--- src/rtl/ets_pkg.sv ---
package ets_pkg;

    localparam int KIND_W         = 4;
    localparam int LEN_W          = 4;
    localparam int TEXT_W         = 64;
    localparam int LEXEME_MAX_DEF = 8;
    localparam int QUEUE_DEPTH_DEF = 4;

    // token kinds
    localparam logic [KIND_W-1:0] TK_END      = 4'd0;
    localparam logic [KIND_W-1:0] TK_ADD      = 4'd1;
    localparam logic [KIND_W-1:0] TK_ASSIGN   = 4'd2;
    localparam logic [KIND_W-1:0] TK_LPAREN   = 4'd3;
    localparam logic [KIND_W-1:0] TK_RPAREN   = 4'd4;
    localparam logic [KIND_W-1:0] TK_SEMI     = 4'd5;
    localparam logic [KIND_W-1:0] TK_INTEGER  = 4'd6;
    localparam logic [KIND_W-1:0] TK_PRINT    = 4'd7;
    localparam logic [KIND_W-1:0] TK_VARIABLE = 4'd8;
    localparam logic [KIND_W-1:0] TK_UNKNOWN  = 4'd9;

    // punctuation bytes
    localparam logic [7:0] CH_PLUS   = 8'h2B;
    localparam logic [7:0] CH_MINUS  = 8'h2D;
    localparam logic [7:0] CH_EQUAL  = 8'h3D;
    localparam logic [7:0] CH_LPAREN = 8'h28;
    localparam logic [7:0] CH_RPAREN = 8'h29;
    localparam logic [7:0] CH_SEMI   = 8'h3B;

    // "print", first character in the lowest byte
    localparam logic [39:0] KW_PRINT = {8'h74, 8'h6E, 8'h69, 8'h72, 8'h70};
    localparam logic [LEN_W-1:0] KW_PRINT_LEN = 4'd5;

    // one queue entry: an optional flushed run token, then an optional
    // single-byte token (punctuation, unknown or end)
    typedef struct packed {
        logic              flush_vld;
        logic [KIND_W-1:0] flush_kind;
        logic [LEN_W-1:0]  flush_len;
        logic [TEXT_W-1:0] flush_text;
        logic              flush_trunc;
        logic              sec_vld;
        logic [KIND_W-1:0] sec_kind;
        logic [LEN_W-1:0]  sec_len;
        logic [7:0]        sec_byte;
    } t_entry;

endpackage

--- src/rtl/ets_front.sv ---
module ets_front
    import ets_pkg::*;
#(
    parameter int LEXEME_MAX = LEXEME_MAX_DEF
) (
    input  logic       i_clk,
    input  logic       i_rst_n,
    input  logic       i_valid,
    input  logic [7:0] i_in_byte,
    input  logic       i_end_of_input,
    input  logic       i_full,
    output logic       o_push,
    output t_entry     o_entry
);

    typedef enum logic [1:0] {
        MODE_IDLE  = 2'd0,
        MODE_INT   = 2'd1,
        MODE_IDENT = 2'd2
    } t_mode;

    t_mode             r_mode, n_mode;
    logic [TEXT_W-1:0] r_text, n_text;
    logic [LEN_W-1:0]  r_count, n_count;
    logic              r_ovf, n_ovf;

    logic accept;
    logic running;
    logic is_digit, is_letter, is_space, cont, kw_match;
    logic [KIND_W-1:0] run_kind;

    assign accept    = i_valid && !i_full;
    assign is_digit  = (i_in_byte >= 8'h30) && (i_in_byte <= 8'h39);
    assign is_letter = ((i_in_byte >= 8'h61) && (i_in_byte <= 8'h7A)) ||
                       ((i_in_byte >= 8'h41) && (i_in_byte <= 8'h5A));
    assign is_space  = (i_in_byte == 8'h20) ||
                       ((i_in_byte >= 8'h09) && (i_in_byte <= 8'h0D));
    assign kw_match  = (r_count == KW_PRINT_LEN) && !r_ovf && (r_text[39:0] == KW_PRINT);

    always_comb begin
        running  = 1'b0;
        cont     = 1'b0;
        run_kind = TK_VARIABLE;
        unique case (r_mode)
            MODE_INT: begin
                running  = 1'b1;
                cont     = is_digit;
                run_kind = TK_INTEGER;
            end
            MODE_IDENT: begin
                running  = 1'b1;
                cont     = is_digit || is_letter;
                run_kind = kw_match ? TK_PRINT : TK_VARIABLE;
            end
            default: begin
                running = 1'b0;
            end
        endcase
    end

    always_comb begin
        n_mode  = r_mode;
        n_text  = r_text;
        n_count = r_count;
        n_ovf   = r_ovf;
        o_entry = '0;
        o_entry.flush_kind  = run_kind;
        o_entry.flush_len   = r_count;
        o_entry.flush_text  = r_text;
        o_entry.flush_trunc = r_ovf;
        if (accept) begin
            if (i_end_of_input) begin
                o_entry.flush_vld = running;
                o_entry.sec_vld   = 1'b1;
                o_entry.sec_kind  = TK_END;
                n_mode  = MODE_IDLE;
                n_count = '0;
                n_ovf   = 1'b0;
            end else if (running && cont) begin
                // append, or mark overflow once the store is full
                if (r_count < LEN_W'(LEXEME_MAX)) begin
                    for (int i = 0; i < LEXEME_MAX; i++) begin
                        if (r_count == LEN_W'(i)) begin
                            n_text[8*i +: 8] = i_in_byte;
                        end
                    end
                    n_count = r_count + 1'b1;
                end else begin
                    n_ovf = 1'b1;
                end
            end else begin
                o_entry.flush_vld = running;
                n_mode  = MODE_IDLE;
                n_count = '0;
                n_ovf   = 1'b0;
                if (is_space) begin
                    n_mode = MODE_IDLE;
                end else if (is_digit || is_letter) begin
                    n_mode  = is_digit ? MODE_INT : MODE_IDENT;
                    n_text  = {{(TEXT_W-8){1'b0}}, i_in_byte};
                    n_count = LEN_W'(1);
                end else begin
                    o_entry.sec_vld  = 1'b1;
                    o_entry.sec_len  = LEN_W'(1);
                    o_entry.sec_byte = i_in_byte;
                    unique case (i_in_byte) inside
                        CH_PLUS, CH_MINUS: o_entry.sec_kind = TK_ADD;
                        CH_EQUAL:          o_entry.sec_kind = TK_ASSIGN;
                        CH_LPAREN:         o_entry.sec_kind = TK_LPAREN;
                        CH_RPAREN:         o_entry.sec_kind = TK_RPAREN;
                        CH_SEMI:           o_entry.sec_kind = TK_SEMI;
                        default: begin
                            o_entry.sec_kind = TK_UNKNOWN;
                            o_entry.sec_len  = '0;
                            o_entry.sec_byte = '0;
                        end
                    endcase
                end
            end
        end
        o_push = accept && (o_entry.flush_vld || o_entry.sec_vld);
    end

    always_ff @(posedge i_clk) begin
        if (!i_rst_n) begin
            r_mode  <= MODE_IDLE;
            r_count <= '0;
            r_ovf   <= 1'b0;
        end else begin
            r_mode  <= n_mode;
            r_count <= n_count;
            r_ovf   <= n_ovf;
        end
        r_text <= n_text;
    end

endmodule

--- src/rtl/ets_queue.sv ---
module ets_queue
    import ets_pkg::*;
#(
    parameter int DEPTH = QUEUE_DEPTH_DEF
) (
    input  logic   i_clk,
    input  logic   i_rst_n,
    input  logic   i_push,
    input  t_entry i_entry,
    input  logic   i_pop,
    output t_entry o_head,
    output logic   o_empty,
    output logic   o_full
);

    localparam int PTR_W = (DEPTH > 1) ? $clog2(DEPTH) : 1;
    localparam int CNT_W = $clog2(DEPTH + 1);

    t_entry             r_slot [DEPTH];
    logic [PTR_W-1:0]   r_wr_ptr, r_rd_ptr;
    logic [CNT_W-1:0]   r_count;

    assign o_head  = r_slot[r_rd_ptr];
    assign o_empty = (r_count == '0);
    assign o_full  = (r_count == CNT_W'(DEPTH));

    always_ff @(posedge i_clk) begin
        if (!i_rst_n) begin
            r_wr_ptr <= '0;
            r_rd_ptr <= '0;
            r_count  <= '0;
        end else begin
            if (i_push) begin
                r_wr_ptr <= (r_wr_ptr == PTR_W'(DEPTH - 1)) ? '0 : r_wr_ptr + 1'b1;
            end
            if (i_pop) begin
                r_rd_ptr <= (r_rd_ptr == PTR_W'(DEPTH - 1)) ? '0 : r_rd_ptr + 1'b1;
            end
            if (i_push && !i_pop) begin
                r_count <= r_count + 1'b1;
            end else if (i_pop && !i_push) begin
                r_count <= r_count - 1'b1;
            end
        end
        if (i_push) begin
            r_slot[r_wr_ptr] <= i_entry;
        end
    end

endmodule

--- src/rtl/ets_back.sv ---
module ets_back
    import ets_pkg::*;
(
    input  logic              i_clk,
    input  logic              i_rst_n,
    input  t_entry            i_head,
    input  logic              i_empty,
    output logic              o_pop,
    output logic              o_valid,
    input  logic              i_stall,
    output logic [KIND_W-1:0] o_token_kind,
    output logic [LEN_W-1:0]  o_lexeme_length,
    output logic [TEXT_W-1:0] o_lexeme_text,
    output logic              o_lexeme_truncated,
    output logic              o_last_of_run
);

    logic              r_valid;
    logic              r_phase;
    logic [KIND_W-1:0] r_kind;
    logic [LEN_W-1:0]  r_len;
    logic [TEXT_W-1:0] r_text;
    logic              r_trunc;
    logic              r_last;

    logic take, first;

    assign take  = (!r_valid || !i_stall) && !i_empty;
    assign first = i_head.flush_vld && !r_phase;
    assign o_pop = take && !(first && i_head.sec_vld);

    always_ff @(posedge i_clk) begin
        if (!i_rst_n) begin
            r_valid <= 1'b0;
            r_phase <= 1'b0;
        end else begin
            if (take) begin
                r_valid <= 1'b1;
                r_phase <= first && i_head.sec_vld;
            end else if (!i_stall) begin
                r_valid <= 1'b0;
            end
        end
        if (take) begin
            if (first) begin
                r_kind  <= i_head.flush_kind;
                r_len   <= i_head.flush_len;
                r_text  <= i_head.flush_text;
                r_trunc <= i_head.flush_trunc;
                r_last  <= !i_head.sec_vld;
            end else begin
                r_kind  <= i_head.sec_kind;
                r_len   <= i_head.sec_len;
                r_text  <= {{(TEXT_W-8){1'b0}}, i_head.sec_byte};
                r_trunc <= 1'b0;
                r_last  <= 1'b1;
            end
        end
    end

    assign o_valid            = r_valid;
    assign o_token_kind       = r_kind;
    assign o_lexeme_length    = r_len;
    assign o_lexeme_text      = r_text;
    assign o_lexeme_truncated = r_trunc;
    assign o_last_of_run      = r_last;

endmodule

--- src/rtl/expression_token_scanner_core.sv ---
// Byte-serial token scanner: one source byte accepted per cycle unless the queue is full,
// one token sent per cycle unless the receiver stalls. Tokens pass through the entry queue
// and the output register before they can be taken; a two-token item yields both
// tokens from one entry. The entry queue between front and emitter absorbs these bursts, and
// the input stalls only while the queue is full (a pop in the same cycle does not free it).
// Reset (synchronous, active low) returns to no run in progress and empties the queue.
module expression_token_scanner_core
    import ets_pkg::*;
#(
    parameter int LEXEME_MAX  = LEXEME_MAX_DEF,
    parameter int QUEUE_DEPTH = QUEUE_DEPTH_DEF
) (
    input  logic              i_clk,
    input  logic              i_rst_n,
    // byte input channel
    input  logic              i_valid,
    output logic              o_stall,
    input  logic [7:0]        i_in_byte,
    input  logic              i_end_of_input,
    // token output channel
    output logic              o_valid,
    input  logic              i_stall,
    output logic [KIND_W-1:0] o_token_kind,
    output logic [LEN_W-1:0]  o_lexeme_length,
    output logic [TEXT_W-1:0] o_lexeme_text,
    output logic              o_lexeme_truncated,
    output logic              o_last_of_run
);

    t_entry push_entry, head_entry;
    logic   push, pop, q_empty, q_full;

    // Hold the byte stream whenever the queue has no free slot.
    assign o_stall = q_full;

    // Front: classify bytes, track the current run, build token entries.
    ets_front #(
        .LEXEME_MAX (LEXEME_MAX)
    ) u_front (
        .i_clk          (i_clk),
        .i_rst_n        (i_rst_n),
        .i_valid        (i_valid),
        .i_in_byte      (i_in_byte),
        .i_end_of_input (i_end_of_input),
        .i_full         (q_full),
        .o_push         (push),
        .o_entry        (push_entry)
    );

    // Decouple the front from output back-pressure.
    ets_queue #(
        .DEPTH (QUEUE_DEPTH)
    ) u_queue (
        .i_clk   (i_clk),
        .i_rst_n (i_rst_n),
        .i_push  (push),
        .i_entry (push_entry),
        .i_pop   (pop),
        .o_head  (head_entry),
        .o_empty (q_empty),
        .o_full  (q_full)
    );

    // Back: expand each entry into one or two tokens through the output register.
    ets_back u_back (
        .i_clk              (i_clk),
        .i_rst_n            (i_rst_n),
        .i_head             (head_entry),
        .i_empty            (q_empty),
        .o_pop              (pop),
        .o_valid            (o_valid),
        .i_stall            (i_stall),
        .o_token_kind       (o_token_kind),
        .o_lexeme_length    (o_lexeme_length),
        .o_lexeme_text      (o_lexeme_text),
        .o_lexeme_truncated (o_lexeme_truncated),
        .o_last_of_run      (o_last_of_run)
    );

endmodule

--- config.mk ---
export PLATFORM = sky130hd
export DESIGN_NAME = expression_token_scanner_core
export DESIGN_NICKNAME = d
export VERILOG_FILES = /design/src/rtl/ets_pkg.sv /design/src/rtl/ets_front.sv /design/src/rtl/ets_queue.sv /design/src/rtl/ets_back.sv /design/src/rtl/expression_token_scanner_core.sv
export SDC_FILE = /design/constraint.sdc
export NUM_CORES = 1
export LEC_CHECK = 0
export BUFFER_PORTS_ARGS = -buffer_cell sky130_fd_sc_hd__buf_4
export CAP_MARGIN = 20
export CORE_MARGIN = 2
export CORE_UTILIZATION = 35
export CTS_CLUSTER_DIAMETER = 60
export DETAILED_ROUTE_END_ITERATION = 16
export PLACE_DENSITY_LB_ADDON = 0.05
export SYNTH_ARGS = -nofsm -noshare
export SYNTH_HDL_FRONTEND = slang
export SYNTH_SLANG_ARGS = --single-unit
--- constraint.sdc ---
create_clock -name i_clk -period 15.1 [get_ports i_clk]
set_input_delay 0 -clock i_clk [delete_from_list [all_inputs] [get_ports i_clk]]
set_output_delay 0 -clock i_clk [all_outputs]
set_load 0.1 [all_outputs]
==> flow_metrics.py <==
metrics = {
    "routing": {
        "met3_length_mm": 1.623,
        "top_layer_used": "met4",
        "m1WireLength_mm": 17.79,
        "drc": 0,
        "vias": 8601,
        "wl_per_cell_um": 22.03,
        "drt_iter0_markers": 542,
        "firstDrtPassIters": 4,
        "finalWirelength_mm": 38.95,
        "ant_nets": 0,
        "wl_met2_mm": 18.75,
        "vias_per_cell": 4.865,
    },
    "synthesis": {
        "synthTopCellsByCount": "edfxtp_1, mux4_2, nor2b_1",
        "syn_inst": 895,
        "yosysTopAreaCell": "edfxtp_1",
        "syn_area_um2": 18810,
        "synth_area_leaders": "edfxtp_1, mux4_2, nor2b_1",
        "synth_top_cell_area_share": 0.7759,
        "async_reset_ff_frac": 0,
        "yosysWarnings": 0,
        "synth_seq_area_share": 0.7951,
        "synth-seq-cells": 504,
        "ys.flop_type": "edfxtp_1",
        "synth_edf_count": 486,
        "synth.most_common_cell": "edfxtp_1",
        "post_synth.cell_area_avg_um2": 21.02,
        "synthDistinctLibCells": 49,
    },
    "floorplan": {
        "coreArea_um2": 52870,
        "pin_count": 89,
        "die_h_um": 235.8,
        "fp.dieArea_um2": 55610,
        "rows": 84,
        "die_width_um": 235.8,
        "initial_core_util": 0.3558,
    },
    "clock_tree": {
        "clk_path_buf_depth": 3,
        "cts.clk_slew.worst_paths_ns": 0.06,
        "h-tree-depth": 2,
        "cts_root_buf": "clkbuf_16",
        "insertion_delay_ns": 0.61,
        "cts_made_buffers": 54,
        "tritoncts": "built",
        "clock_sinks": 504,
        "ctsResizeCount": 0,
    },
    "global_route": {
        "antenna_found_initial": 2,
        "grt_pass1_wl_mm": 58.87,
        "first_global_vias": 9138,
        "grt_max_degree": 71,
        "groute.usage.overall": 0.1425,
        "grt_overflow": 0,
    },
    "job": {
        "cap_viol_max_count": 0,
    },
    "sta": {
        "rsz0062_at_grt": "no",
        "timing.hold.ws_ns": 0.1792,
        "hold_viol_final": 0,
        "fmax_mhz": 267.5,
        "finalSetupViolCount": 0,
        "tightest_slew_ns": 1.060,
        "slew_headroom": 0.2933,
        "timing.final.crit_period_ns": 3.738,
        "finClkSkew_ns": 0.03461,
        "timing.final.crit_share": 0.2475,
        "final.setup.tns_ns": 0,
        "drv_slew": 0,
    },
    "setup_path": {
        "cp_max_fo": 70,
        "required_ns": 15.45,
        "crit_path_end_kind": "register",
        "arrival_ns": 4.09,
        "crit_type": "register to register",
        "cp-start-kind": "register",
    },
    "layout": {
        "syn_to_final_growth_pct": 17.42,
        "fin_nets": 1066,
        "design_area_um2": 22090,
        "num-fill-cells": 4660,
        "instances_no_fill": 1768,
        "antenna_cells": 0,
        "layout-drive-gt1-share": 0.2574,
    },
    "place": {
        "dp_cells": 1658,
        "place_congestion": 0.7227,
        "dp_hpwl_mm": 21.76,
        "portBuffers": 88,
        "place_area_um2": 20340,
    },
    "hold_path": {
        "worstHoldPathType": "primary input to register",
    },
    "pwr": {
        "vdd_drop_max_mv": 0.1580,
        "power_density_nw_per_um2": 211.2,
        "p_leak_nw": 7.068,
    },
    "outcome": {
        "status": "complete, no violations",
    },
}
kinds of logic (layout without fill, tap and decap cells):
| logic type | count (synthesis) | after routing | share of synthesized area |
|---|---|---|---|
| adder cells (fa/ha/maj) | 13 | 13 | 0.009047 |
| XOR/XNOR | 4 | 4 | 0.001862 |
| buffers and inverters | 48 | 219 | 0.01137 |
| AND/OR/NAND/NOR | 176 | 176 | 0.05421 |
| multiplexers | 102 | 102 | 0.1129 |
| other | 1 | 15 | 0.0001994 |
| flip-flops | 504 | 504 | 0.7951 |
| AO/OA/AOI/OAI | 47 | 47 | 0.01537 |
cells in the final DEF, fill, tap and decap left out, types with 4 or more instances in the layout:
cell             n
nand4_1          5
clkbuf_1        12
nor4bb_1         5
nor3_1           8
clkinv_2         5
nand3_1          4
edfxtp_1       486
inv_1           10
clkbuf_16       55
nand2b_1         4
nand2_1         23
mux2_2          11
buf_4           99
nor2_1          25
xor2_1           4
conb_1          15
and3_4           4
clkinv_1        15
mux2i_1          4
a21oi_1         22
o21ai_0          9
dlygate4sd3_1   14
nor2b_1         65
dfxtp_1         16
mux4_2          87
and2_1           5
and3_1          10
ha_1            12
layer usage:
metal	vias to the layer above	track usage
met5	-	0
met4	0	0.03764
met3	68	0.02902
met2	154	0.2314
met1	4495	0.1962
li1	3884	-
critical path, cell delays in order (launching register included):
cell	delay (ns)
dfxtp_4	0.90
mux4_2	0.63
nand2b_4	0.30
buf_4	0.76
mux4_2	0.59
mux2_2	0.27
final cells by class:
class                   count  area, um2  area share
repair buffers            113      883.3     0.04000
flip-flops and latches    504      14960      0.6774
well taps                 688      860.8     0.03898
clock buffers              67       1421     0.06436
multi-input cells         357       3732      0.1690
clock inverters            29      188.9    0.008554
inverters                  10      37.54    0.001700
state kept, by name, indices dropped and copies added (netlist names), 2 cells and up, named ones only:
signal / flops
u_back.o_lexeme_length: 4
u_back.o_lexeme_text: 64
u_back.o_token_kind: 4
u_front.r_count: 4
u_front.r_mode: 2
u_front.r_text: 64
u_queue.r_count: 3
u_queue.r_rd_ptr: 2
u_queue.r_slot: 348
u_queue.r_wr_ptr: 2
repair_timing:
item | in CTS | in global routing
setup buffers | 0 | 0
hold buffers | 14 | 0
setup endpoints to repair | 0 | 0
hold endpoints to repair | 50 | 0
path summary, 6_finish.rpt:
kind                                   startpoint                       to  slack (ns)  cells past startpoint
worst max-delay path                     register  u_back.o_lexeme_text[6]       11.36                      5
worst min-delay path                 i_in_byte[6]        u_front.r_text[6]        0.18                      2
worst max register to register           register  u_back.o_lexeme_text[6]       11.36                      5
worst min register to register  u_front.r_mode[0]        u_front.r_mode[0]        0.49                      2
metrics by stage:
| stage | power (mW) | util | setup slack (ns) |
|---|---|---|---|
| finish | 4.666 | 0.4178 | 11.36 |
| detailed placement | 3.517 | 0.3847 | 11.18 |
| CTS | 4.751 | 0.4178 | 11.18 |
| global placement | 3.516 | 0.3847 | 11.22 |
| global route | 4.870 | 0.4178 | 11.02 |
| floorplan | 3.174 | - | 8.851 |
power by group:
| group | internal (mW) | switching [mW] |
|---|---|---|
| Clock | 0.683 | 0.530 |
| Sequential | 1.80 | 0.102 |
| Combinational | 0.429 | 1.12 |
Note: power is estimated with default switching activity, not from simulation.
